==> src/rtl/xml_attribute_escaper_top_macros.svh <==
// Assertion macros used by the XML attribute escaper top level.
// Each macro expects signals named clk and rst in the scope of its use.
`ifndef XML_ATTRIBUTE_ESCAPER_TOP_MACROS_SVH
`define XML_ATTRIBUTE_ESCAPER_TOP_MACROS_SVH

// Same-cycle implication, checked outside reset.
`define XAE_ASSERT_NOW(label, ante, cons, msg) \
  label: assert property (@(posedge clk) disable iff (rst) (ante) |-> (cons)) \
    else $error(msg);

// Next-cycle implication, checked outside reset.
`define XAE_ASSERT_NEXT(label, ante, cons, msg) \
  label: assert property (@(posedge clk) disable iff (rst) (ante) |=> (cons)) \
    else $error(msg);

`endif

==> src/rtl/xae_pkg.sv <==
// Package for the XML attribute escaper: payload types, escape kinds and the
// tables that turn a kind into its output bytes. No dependencies.
package xae_pkg;

  localparam int XAE_QUEUE_DEPTH = 4;

  typedef logic [2:0] kind_t;

  localparam kind_t KIND_PASS = 3'd0;
  localparam kind_t KIND_LT   = 3'd1;
  localparam kind_t KIND_AMP  = 3'd2;
  localparam kind_t KIND_GT   = 3'd3;
  localparam kind_t KIND_APOS = 3'd4;
  localparam kind_t KIND_QUOT = 3'd5;
  localparam kind_t KIND_HEX  = 3'd6;

  typedef struct packed {
    logic [7:0] in_byte;
    logic       string_end;
  } in_item_t;

  typedef struct packed {
    logic [7:0]  out_byte;
    logic        run_last;
    logic        string_done;
    logic [31:0] escaped_length;
  } out_item_t;

  typedef struct packed {
    logic [7:0] raw_byte;
    logic       string_end;
    kind_t      kind;
  } queue_item_t;

  // Number of output bytes produced for one input of the given kind.
  function automatic logic [2:0] esc_len(input kind_t kind);
    logic [2:0] len;
    unique case (kind)
      KIND_PASS: len = 3'd1;
      KIND_LT:   len = 3'd4;
      KIND_AMP:  len = 3'd5;
      KIND_GT:   len = 3'd4;
      KIND_APOS: len = 3'd6;
      KIND_QUOT: len = 3'd6;
      KIND_HEX:  len = 3'd6;
      default:   len = 3'd1;
    endcase
    return len;
  endfunction

  function automatic logic [7:0] hex_digit(input logic [3:0] nib);
    logic [7:0] d;
    if (nib < 4'd10) d = 8'h30 + {4'd0, nib};
    else             d = 8'h61 + {4'd0, nib} - 8'd10;
    return d;
  endfunction

  // Output byte at position idx of the escape sequence for one input.
  function automatic logic [7:0] esc_char(input kind_t kind, input logic [7:0] raw,
                                          input logic [2:0] idx);
    logic [7:0] ch;
    ch = 8'h3b;
    unique case (kind)
      KIND_PASS: ch = raw;
      KIND_LT: begin
        case (idx)
          3'd0:    ch = 8'h26;
          3'd1:    ch = 8'h6c;
          3'd2:    ch = 8'h74;
          default: ch = 8'h3b;
        endcase
      end
      KIND_AMP: begin
        case (idx)
          3'd0:    ch = 8'h26;
          3'd1:    ch = 8'h61;
          3'd2:    ch = 8'h6d;
          3'd3:    ch = 8'h70;
          default: ch = 8'h3b;
        endcase
      end
      KIND_GT: begin
        case (idx)
          3'd0:    ch = 8'h26;
          3'd1:    ch = 8'h67;
          3'd2:    ch = 8'h74;
          default: ch = 8'h3b;
        endcase
      end
      KIND_APOS: begin
        case (idx)
          3'd0:    ch = 8'h26;
          3'd1:    ch = 8'h61;
          3'd2:    ch = 8'h70;
          3'd3:    ch = 8'h6f;
          3'd4:    ch = 8'h73;
          default: ch = 8'h3b;
        endcase
      end
      KIND_QUOT: begin
        case (idx)
          3'd0:    ch = 8'h26;
          3'd1:    ch = 8'h71;
          3'd2:    ch = 8'h75;
          3'd3:    ch = 8'h6f;
          3'd4:    ch = 8'h74;
          default: ch = 8'h3b;
        endcase
      end
      KIND_HEX: begin
        case (idx)
          3'd0:    ch = 8'h26;
          3'd1:    ch = 8'h23;
          3'd2:    ch = 8'h78;
          3'd3:    ch = hex_digit(raw[7:4]);
          3'd4:    ch = hex_digit(raw[3:0]);
          default: ch = 8'h3b;
        endcase
      end
      default: ch = raw;
    endcase
    return ch;
  endfunction

endpackage

==> src/rtl/xml_attribute_escaper_top.sv <==
// XML attribute escaper, top level. An input transfer is stored in the queue and
// its first output byte is then registered in the back end. The back end emits
// one output byte per cycle while out_stall is low; a plain byte gives one output
// byte, an escape 4 to 6. The input stalls only when the queue in between is full.
// Reset (rst, synchronous) empties the queue, drops out_valid and zeroes the
// running count. Depends on xae_pkg, xae_front, xae_queue, xae_back.
`include "xml_attribute_escaper_top_macros.svh"

module xml_attribute_escaper_top
  import xae_pkg::*;
#(
  parameter int QueueDepth = XAE_QUEUE_DEPTH
) (
  input  logic      clk,
  input  logic      rst,
  input  logic      in_valid,
  output logic      in_stall,
  input  in_item_t  in_data,
  output logic      out_valid,
  input  logic      out_stall,
  output out_item_t out_data
);

  logic        q_full;
  logic        push_valid;
  queue_item_t push_item;
  logic        head_valid;
  queue_item_t head_item;
  logic        q_pop;

  xae_front u_front (
    .in_valid   (in_valid),
    .in_data    (in_data),
    .in_stall   (in_stall),
    .q_full     (q_full),
    .push_valid (push_valid),
    .push_item  (push_item)
  );

  xae_queue #(
    .Depth (QueueDepth)
  ) u_queue (
    .clk        (clk),
    .rst        (rst),
    .push       (push_valid),
    .push_item  (push_item),
    .full       (q_full),
    .pop        (q_pop),
    .head_valid (head_valid),
    .head_item  (head_item)
  );

  xae_back u_back (
    .clk        (clk),
    .rst        (rst),
    .head_valid (head_valid),
    .head_item  (head_item),
    .pop        (q_pop),
    .out_valid  (out_valid),
    .out_stall  (out_stall),
    .out_data   (out_data)
  );

  `XAE_ASSERT_NOW(a_done_ends_run, out_valid && out_data.string_done, out_data.run_last, "string_done without run_last")
  `XAE_ASSERT_NEXT(a_pop_shows_run_end, q_pop, out_valid && out_data.run_last, "queue pop did not present a run end")
  `XAE_ASSERT_NOW(a_done_length, out_valid && out_data.string_done, out_data.escaped_length >= 32'd2, "final length too small")

endmodule

==> src/rtl/xae_front.sv <==
// Front end of the XML attribute escaper: accepts input transfers and tags
// each byte with its escape kind. Depends on xae_pkg.
module xae_front
  import xae_pkg::*;
(
  input  logic        in_valid,
  input  in_item_t    in_data,
  output logic        in_stall,
  input  logic        q_full,
  output logic        push_valid,
  output queue_item_t push_item
);

  function automatic kind_t classify(input logic [7:0] c);
    kind_t k;
    unique case (c)
      8'h3c:   k = KIND_LT;
      8'h26:   k = KIND_AMP;
      8'h3e:   k = KIND_GT;
      8'h27:   k = KIND_APOS;
      8'h22:   k = KIND_QUOT;
      default: begin
        // Control bytes other than tab and line feed, and DEL, go out as hex.
        if ((c < 8'h20 && c != 8'h09 && c != 8'h0a) || c == 8'h7f) k = KIND_HEX;
        else k = KIND_PASS;
      end
    endcase
    return k;
  endfunction

  assign in_stall             = q_full;
  assign push_valid           = in_valid && !q_full;
  assign push_item.raw_byte   = in_data.in_byte;
  assign push_item.string_end = in_data.string_end;
  assign push_item.kind       = classify(in_data.in_byte);

endmodule

==> src/rtl/xae_queue.sv <==
// Small register queue between the escaper's front and back ends.
// Depends on xae_pkg for the entry type.
module xae_queue
  import xae_pkg::*;
#(
  parameter int Depth = XAE_QUEUE_DEPTH
) (
  input  logic        clk,
  input  logic        rst,
  input  logic        push,
  input  queue_item_t push_item,
  output logic        full,
  input  logic        pop,
  output logic        head_valid,
  output queue_item_t head_item
);

  localparam int PtrW = (Depth > 1) ? $clog2(Depth) : 1;
  localparam int CntW = $clog2(Depth + 1);
  localparam logic [PtrW-1:0] LastPtr = PtrW'(Depth - 1);
  localparam logic [CntW-1:0] FullCnt = CntW'(Depth);

  queue_item_t         entries [Depth];
  logic [PtrW-1:0]     wr_ptr;
  logic [PtrW-1:0]     rd_ptr;
  logic [CntW-1:0]     count;
  logic                do_push;
  logic                do_pop;

  assign full       = (count == FullCnt);
  assign head_valid = (count != '0);
  assign head_item  = entries[rd_ptr];
  assign do_push    = push && !full;
  assign do_pop     = pop && head_valid;

  always_ff @(posedge clk) begin
    if (do_push) entries[wr_ptr] <= push_item;
  end

  always_ff @(posedge clk) begin
    if (rst) begin
      wr_ptr <= '0;
      rd_ptr <= '0;
      count  <= '0;
    end else begin
      if (do_push) wr_ptr <= (wr_ptr == LastPtr) ? '0 : wr_ptr + 1'b1;
      if (do_pop)  rd_ptr <= (rd_ptr == LastPtr) ? '0 : rd_ptr + 1'b1;
      if (do_push && !do_pop)      count <= count + 1'b1;
      else if (!do_push && do_pop) count <= count - 1'b1;
    end
  end

endmodule

==> src/rtl/xae_back.sv <==
// Back end of the XML attribute escaper: expands each queued byte into its
// escape sequence, one byte per cycle while out_stall is low, and keeps the
// running count. Depends on xae_pkg.
module xae_back
  import xae_pkg::*;
(
  input  logic        clk,
  input  logic        rst,
  input  logic        head_valid,
  input  queue_item_t head_item,
  output logic        pop,
  output logic        out_valid,
  input  logic        out_stall,
  output out_item_t   out_data
);

  logic [2:0]  idx;
  logic [31:0] count;
  logic        load;
  logic [2:0]  run_len;
  logic        run_end;
  logic        done;
  logic [31:0] count_inc;
  logic [31:0] len_report;

  assign run_len    = esc_len(head_item.kind);
  assign run_end    = (idx == 3'(run_len - 3'd1));
  assign done       = run_end && head_item.string_end;
  assign load       = head_valid && (!out_valid || !out_stall);
  assign pop        = load && run_end;
  assign count_inc  = (count == '1) ? count : count + 32'd1;
  // The string's final byte also counts the terminator.
  assign len_report = (done && count_inc != '1) ? count_inc + 32'd1 : count_inc;

  always_ff @(posedge clk) begin
    if (rst) begin
      idx       <= '0;
      count     <= '0;
      out_valid <= 1'b0;
    end else begin
      if (!out_valid || !out_stall) out_valid <= head_valid;
      if (load) begin
        idx   <= run_end ? 3'd0 : idx + 3'd1;
        count <= done ? 32'd0 : count_inc;
      end
    end
  end

  always_ff @(posedge clk) begin
    if (load) begin
      out_data.out_byte       <= esc_char(head_item.kind, head_item.raw_byte, idx);
      out_data.run_last       <= run_end;
      out_data.string_done    <= done;
      out_data.escaped_length <= len_report;
    end
  end

endmodule
==> config.mk <==
export PLATFORM = sky130hd
export DESIGN_NAME = xml_attribute_escaper_top
export DESIGN_NICKNAME = d
export VERILOG_FILES = /design/src/rtl/xae_pkg.sv /design/src/rtl/xml_attribute_escaper_top.sv /design/src/rtl/xae_front.sv /design/src/rtl/xae_queue.sv /design/src/rtl/xae_back.sv
export VERILOG_INCLUDE_DIRS = /design/src /design/src/rtl
export SDC_FILE = /design/constraint.sdc
export NUM_CORES = 1
export LEC_CHECK = 0
export BUFFER_PORTS_ARGS = -buffer_cell sky130_fd_sc_hd__buf_2
export CORE_ASPECT_RATIO = 2
export CORE_UTILIZATION = 62
export CTS_CLUSTER_SIZE = 10
export DETAILED_ROUTE_END_ITERATION = 10
export PLACE_DENSITY = 0.82
export SLEW_MARGIN = 20
export SYNTH_ARGS = -nofsm -noshare
export SYNTH_HDL_FRONTEND = slang
export SYNTH_SLANG_ARGS = --single-unit
export TNS_END_PERCENT = 1
==> constraint.sdc <==
create_clock -name clk -period 9 [get_ports clk]
set_input_delay 1.8 -clock clk [delete_from_list [all_inputs] [get_ports clk]]
set_output_delay 1.8 -clock clk [all_outputs]
set_load 0.005 [all_outputs]
### Yosys cells after proc, flatten, opt, wreduce, memory -nomap -nowiden

Memory sizes are Yosys's and may differ from the RTL's. A register that Yosys moved wholly into a read port is not among the register bits.
Cells that the tools add are included.

* mux-type cells: 24
* equality and inequality tests: 24
* reduce and logical (&&, ||, !) cells: 23
* order comparisons: 3
* add/sub/neg operators: 14

Operator list (count)
* $mux W32: 3
* $pmux W7 S5: 2
* $add A32 B1 Y32 const B: 2
* $pmux W8 S6: 1
* $pmux W7 S3: 2
* $eq A8 B6 Y1 const B: 5
* $pmux W8 S5: 1
* $eq A32 B32 Y1 const B: 1
* $ne A32 B32 Y1 const B: 1
* $pmux W7 S4: 1
* $add A7 B4 Y8 const A: 2
* $mux W8: 2
* $ne A8 B4 Y1 const B: 2
* $sub A8 B4 Y8 const B: 2
* $eq A3 B3 Y1 const B: 5
* $pmux W3 S5: 1
* $add A6 B4 Y7 const A: 2
* $eq A3 B2 Y1 const B: 4
* $mux W3: 4
* $logic_and A1 B1 Y1: 11
* $pmux W3 S3: 1
* $eq A8 B7 Y1 const B: 1
* $lt A4 B4 Y1 const B: 2
* $lt A8 B6 Y1 const B: 1
* 15 further kinds: 29

* memories: 1
* bits of input ports: 13
* register bits: 85
* logic and storage cells: 99
* RAM bits: 48
* output and inout bits: 44

Memory list
* u_queue.entries: depth 4, bits a word 12, read ports 1, clocked after Yosys merged registers in 1, wr ports 1, line xae_queue.sv:23 `queue_item_t entries [Depth];`

### Logic depth before layout (Yosys ltp)

* depth in word-level cells: 10
* mapped depth: 16
* mapped depth without buffers: 14

### Hierarchy

Synthesis repeated with hierarchy kept, for this count alone.

* cells, all modules: 765
* area total of the unflattened synthesis: 7836.3 µm²

By module, submodules not included
* xae_back: instances 1, cells each 625, area an instance 5411.4 µm², seq. area each 1981.9 µm²
* xae_queue: instances 1, cells each 112, area an instance 2220.9 µm², seq. area each 1621.6 µm²
* xae_front: instances 1, cells each 28, area an instance 203.9 µm², seq. area each 0.0 µm²

### Worst setup path before layout

No wires, ideal clock.

* kind: input -> register
* start: in out_stall
* end: reg u_back.count[19]
* data required time: 8872 ps
* path slack: 4743 ps
* path buffers: 3
* setup time: 128 ps
* stages: 8
* arrival: 4129 ps
* path through: a21o_1 -> clkbuf_1 -> inv_1 -> clkbuf_1 -> clkbuf_1 -> nand2_1 -> a21oi_1 -> nor2_1

* longest elaborated chain between the ends: 3

Ends and longest elaborated chain
* start: declaration: line xml_attribute_escaper_top.sv:20 `input logic out_stall,`
* $logic_not A1 Y1: line xae_back.sv:29 `assign load = head_valid && (!out_valid || !out_stall);`
* $logic_or A1 B1 Y1: line xae_back.sv:29
* $logic_and A1 B1 Y1: line xae_back.sv:29
* net u_back.load: line xae_back.sv:19 `logic load;`
* end signal: assignment: line xae_back.sv:44 `count <= done ? 32'd0 : count_inc;`
* end: declaration: line xae_back.sv:18 `logic [31:0] count;`

The timed path passes the listed nets, and every way through them passes these cells.
A chain may end at the register's enable or synchronous reset.

### Worst setup path after layout

* start: reg u_back.count[0]
* end: reg u_back.out_data[30] (netlist name)

* longest elaborated chain between the ends: 5
* elaborated cells on any way between the ends: 7
* those cells by class: add/sub (2); eq/ne (2); mux (2); reduce/logical (1)

Ends and longest elaborated chain
* $add A32 B1 Y32 or $eq A32 B32 Y1 (tied branches): line xae_back.sv:31 `assign count_inc = (count == '1) ? count : count + 32'd1;`
* $mux W32 *: line xae_back.sv:31
* parallel branches: the longest is 2 deep, another holds $add A32 B1 Y32
* $mux W32 *: line xae_back.sv:33 `assign len_report = (done && count_inc != '1) ? count_inc + 32'd1 : count_inc;`
* net u_back.len_report[30]: line xae_back.sv:24 `logic [31:0] len_report;`

Mark *: on every way through the listed nets, which the timed path passes.

==> flow_summary.yaml <==
clock_network:
  cts_sinks: 135
  cts-root-buf: "clkbuf_16"
  cts_inserted_buffers: 17
  cts_buffer_depth: 2
  htreeDepth: 4
  cts_setup_buffers: 0
  hold_buffers: 0
  cts_tree: "yes"
  path_clk_slew_ns: 0.07
  cts_resized: 0
  clk_latency_ns: 0.43
placement:
  dpl.hpwl_um: 15400
  dp_slack_ns: 3.80
  routabilityCongestion: 0.950
  io_buffers: 56
  dp_cells: 974
flow_run:
  cap_violations: 0
sta:
  tns_ns: 0
  fmax_mhz: 197
  skew_ns: 0.0177
  fin_crit_sh_pct: 56.3
  finalSetupViolCount: 0
  timing.final.ws_setup_ns: 3.94
  hold_violations: 0
  worst_pin_slew_ns: 0.886
  min_period_ns: 5.06
  finalMaxSlewViolations: 0
  max_slew_margin_pct: 41.0
  rsz0062_at_grt: "false"
yosys:
  async_flop_share_pct: 0
  synth_fp_nets: 848
  syn_inst: 818
  ys_seq_area_share_pct: 45.0
  synth_warnings: 0
  syn_area_mm2: 0.00802
  avgSynthCellArea_um2: 9.80
  yosys_most_used_dff: "edfxtp_1"
  synth_edf_count: 90
  synth-seq-cells: 135
  yosysUniqueCellTypes: 91
global_routing:
  grt_pass1_vias: 6694
  grt_antenna_before_repair: 0
  grt_pass1_wl_um: 34300
  grt_start_max_net_pins: 61
  grt_overflow: 0
  grt_usage_pct: 34.8
drt:
  wl_per_cell_um: 21.8
  via_count: 6826
  drt_wl_total_um: 21900
  first_pass_iters: 5
  drc: 0
  drt-initial-drc-count: 707
  ant_nets: 0
  vias_per_cell: 6.79
critical_path:
  critPathTopFamily: "simple AND/OR/NAND/NOR gates"
  crit_path_max_fanout: 18
  ff2ff_path_depth: 12
  crit_chain: "ha_1 > nand3_1 > nor4_4 > nand3_2 > a21oi_1 > ha_1 > o221a_2 > o211a_1 > nand4_1 > a311oi_1 > nand4_1 > xnor2_1"
  start_kind: "flip-flop"
  worstPathRequired_ns: 9.17
  cp_slowest_cell: "a311oi_1"
  path_class: "reg2reg"
  worst-path-buf-inv: 0
  crit_arrival_ns: 5.23
  reg2reg_slack_ns: 3.94
  end_kind: "flip-flop"
  max_stage_delay_ns: 0.82
  critical_path_depth: 12
die:
  ios: 57
  coreArea_mm2: 0.0126
  num_rows: 58
  start_util_pct: 63.9
  die_h_um: 163
  die-area_mm2: 0.0134
  die_w_um: 82.4
cells_and_area:
  nNetsFinal: 873
  area_delta_synth_final_pct: 10.1
  drive_above_1_share_pct: 16.6
  seqCellArea_mm2: 0.00360
  fin_cells: 1006
  nFillCells: 927
  diodes: 0
  final_common_cell: "edfxtp_1"
  mostFrequentLayoutCells: "edfxtp_1 (90), nor2_1 (76), nand2_1 (65), a21oi_1 (64), buf_2 (56)"
  post-route-util_pct: 70.3
  multi_input_area_mm2: 0.00403
power_and_ir_drop:
  total_power_uw: 2440
  powerDensity_mw_per_mm2: 276
  ir_drop_mv: 0.186
  p_leak_uw: 0.00305
worst_hold_path:
  holdPathStages: 2
  hold_path_class: "reg2reg"
outcome:
  status: "complete, no violations"
-- area by class of cell --
| class | instances | share of cell area, % |
|---|---|---|
| Clock buffer | 17 | 4.82 |
| Clock inverter | 15 | 2.08 |
| Inverter | 25 | 1.06 |
| Multi-Input combinational cell | 604 | 45.6 |
| Sequential cell | 135 | 40.8 |
| Tap cell | 150 | 2.13 |
| Timing Repair Buffer | 60 | 3.51 |
-- through the flow --
step | instance area, um^2 | hold slack (ns)
global route | 8830 | 0.490
floorplan | 8020 | 0.462
global placement | 8210 | 0.449
CTS | 8820 | 0.468
finish | 8830 | 0.468
detailed placement | 8210 | 0.458
-- flip-flops by register name (all words and copies together) (netlist names), named ones only --
signal and flops:
u_queue.wr_ptr 2, u_back.count 32, u_back.idx 3, u_back.out_valid 1, u_back.out_data 42, u_queue.rd_ptr 2
u_queue.entries 48, u_queue.count 3
-- kinds of logic (layout without fill, tap and decap cells) --
family / count (synthesis) / in the layout / synth area share (%)
AO/OA/AOI/OAI: 186 / 186 / 15.0
buffers and inverters: 79 / 117 / 4.95
multiplexers: 20 / 20 / 4.39
AND/OR/NAND/NOR: 332 / 332 / 22.7
adder cells (fa/ha/maj): 17 / 17 / 2.75
XOR/XNOR: 49 / 49 / 5.35
flip-flops: 135 / 135 / 45.0
-- per-layer routing --
metal	up-vias	wire length (um)	track usage, %
met4	0	1270	23.5
li1	3136	-	-
met1	3226	7250	35.5
met5	-	0	0
met2	374	12100	61.5
met3	90	1350	6.61
-- worst register-to-register path, stage by stage (launching register included) --
cell and delay [ns]:
dfxtp_1 0.53, ha_1 0.51, nand3_1 0.35, nor4_4 0.47
nand3_2 0.43, a21oi_1 0.38, ha_1 0.23, o221a_2 0.19
o211a_1 0.19, nand4_1 0.33, a311oi_1 0.83, nand4_1 0.20
xnor2_1 0.17
-- synth_stat cells (5+ instances only) --
library cell  number  area (um^2)
and4_1             6         52.6
edfxtp_1          90         2700
nor3_1            43          215
nand2_1           65          244
a31oi_1           19          119
mux2i_1            7         70.1
nor4_1             9         56.3
and2_1            12         75.1
nand4_1           23          144
xnor2_1           31          272
dfxtp_1           45          901
o31ai_1            6         45.0
nand3_1           28          140
buf_6              8         90.1
ha_1              16          200
nor2b_1            6         37.5
buf_1              5         18.8
clkbuf_1          30          113
or3_1              8         50.1
inv_1             24         90.1
o21ai_0           37          185
buf_2              7         35.0
xor2_1            18          158
a21oi_1           64          320
mux4_2            12          270
nand3b_1           8         60.1
nor2_1            76          285
o211ai_1           7         52.6
-- worst paths after layout --
check,endpoint,start
hold / removal,u_back.out_valid$_SDFFE_PP0N_,u_back.out_valid$_SDFFE_PP0N_
hold reg to reg,u_back.out_valid$_SDFFE_PP0N_,u_back.out_valid$_SDFFE_PP0N_
setup / recovery,u_back.out_data[30]$_DFFE_PP_,u_back.count[0]$_SDFFE_PP0P_
setup reg to reg,u_back.out_data[30]$_DFFE_PP_,u_back.count[0]$_SDFFE_PP0P_
-- report_power, final --
part           total, uW  internal, uW  switching [uW]
logic                832           276             556
registers            909           843            66.2
clock network        696           376             320
total               2440          1490             941
(Power assumes the default switching activity.)
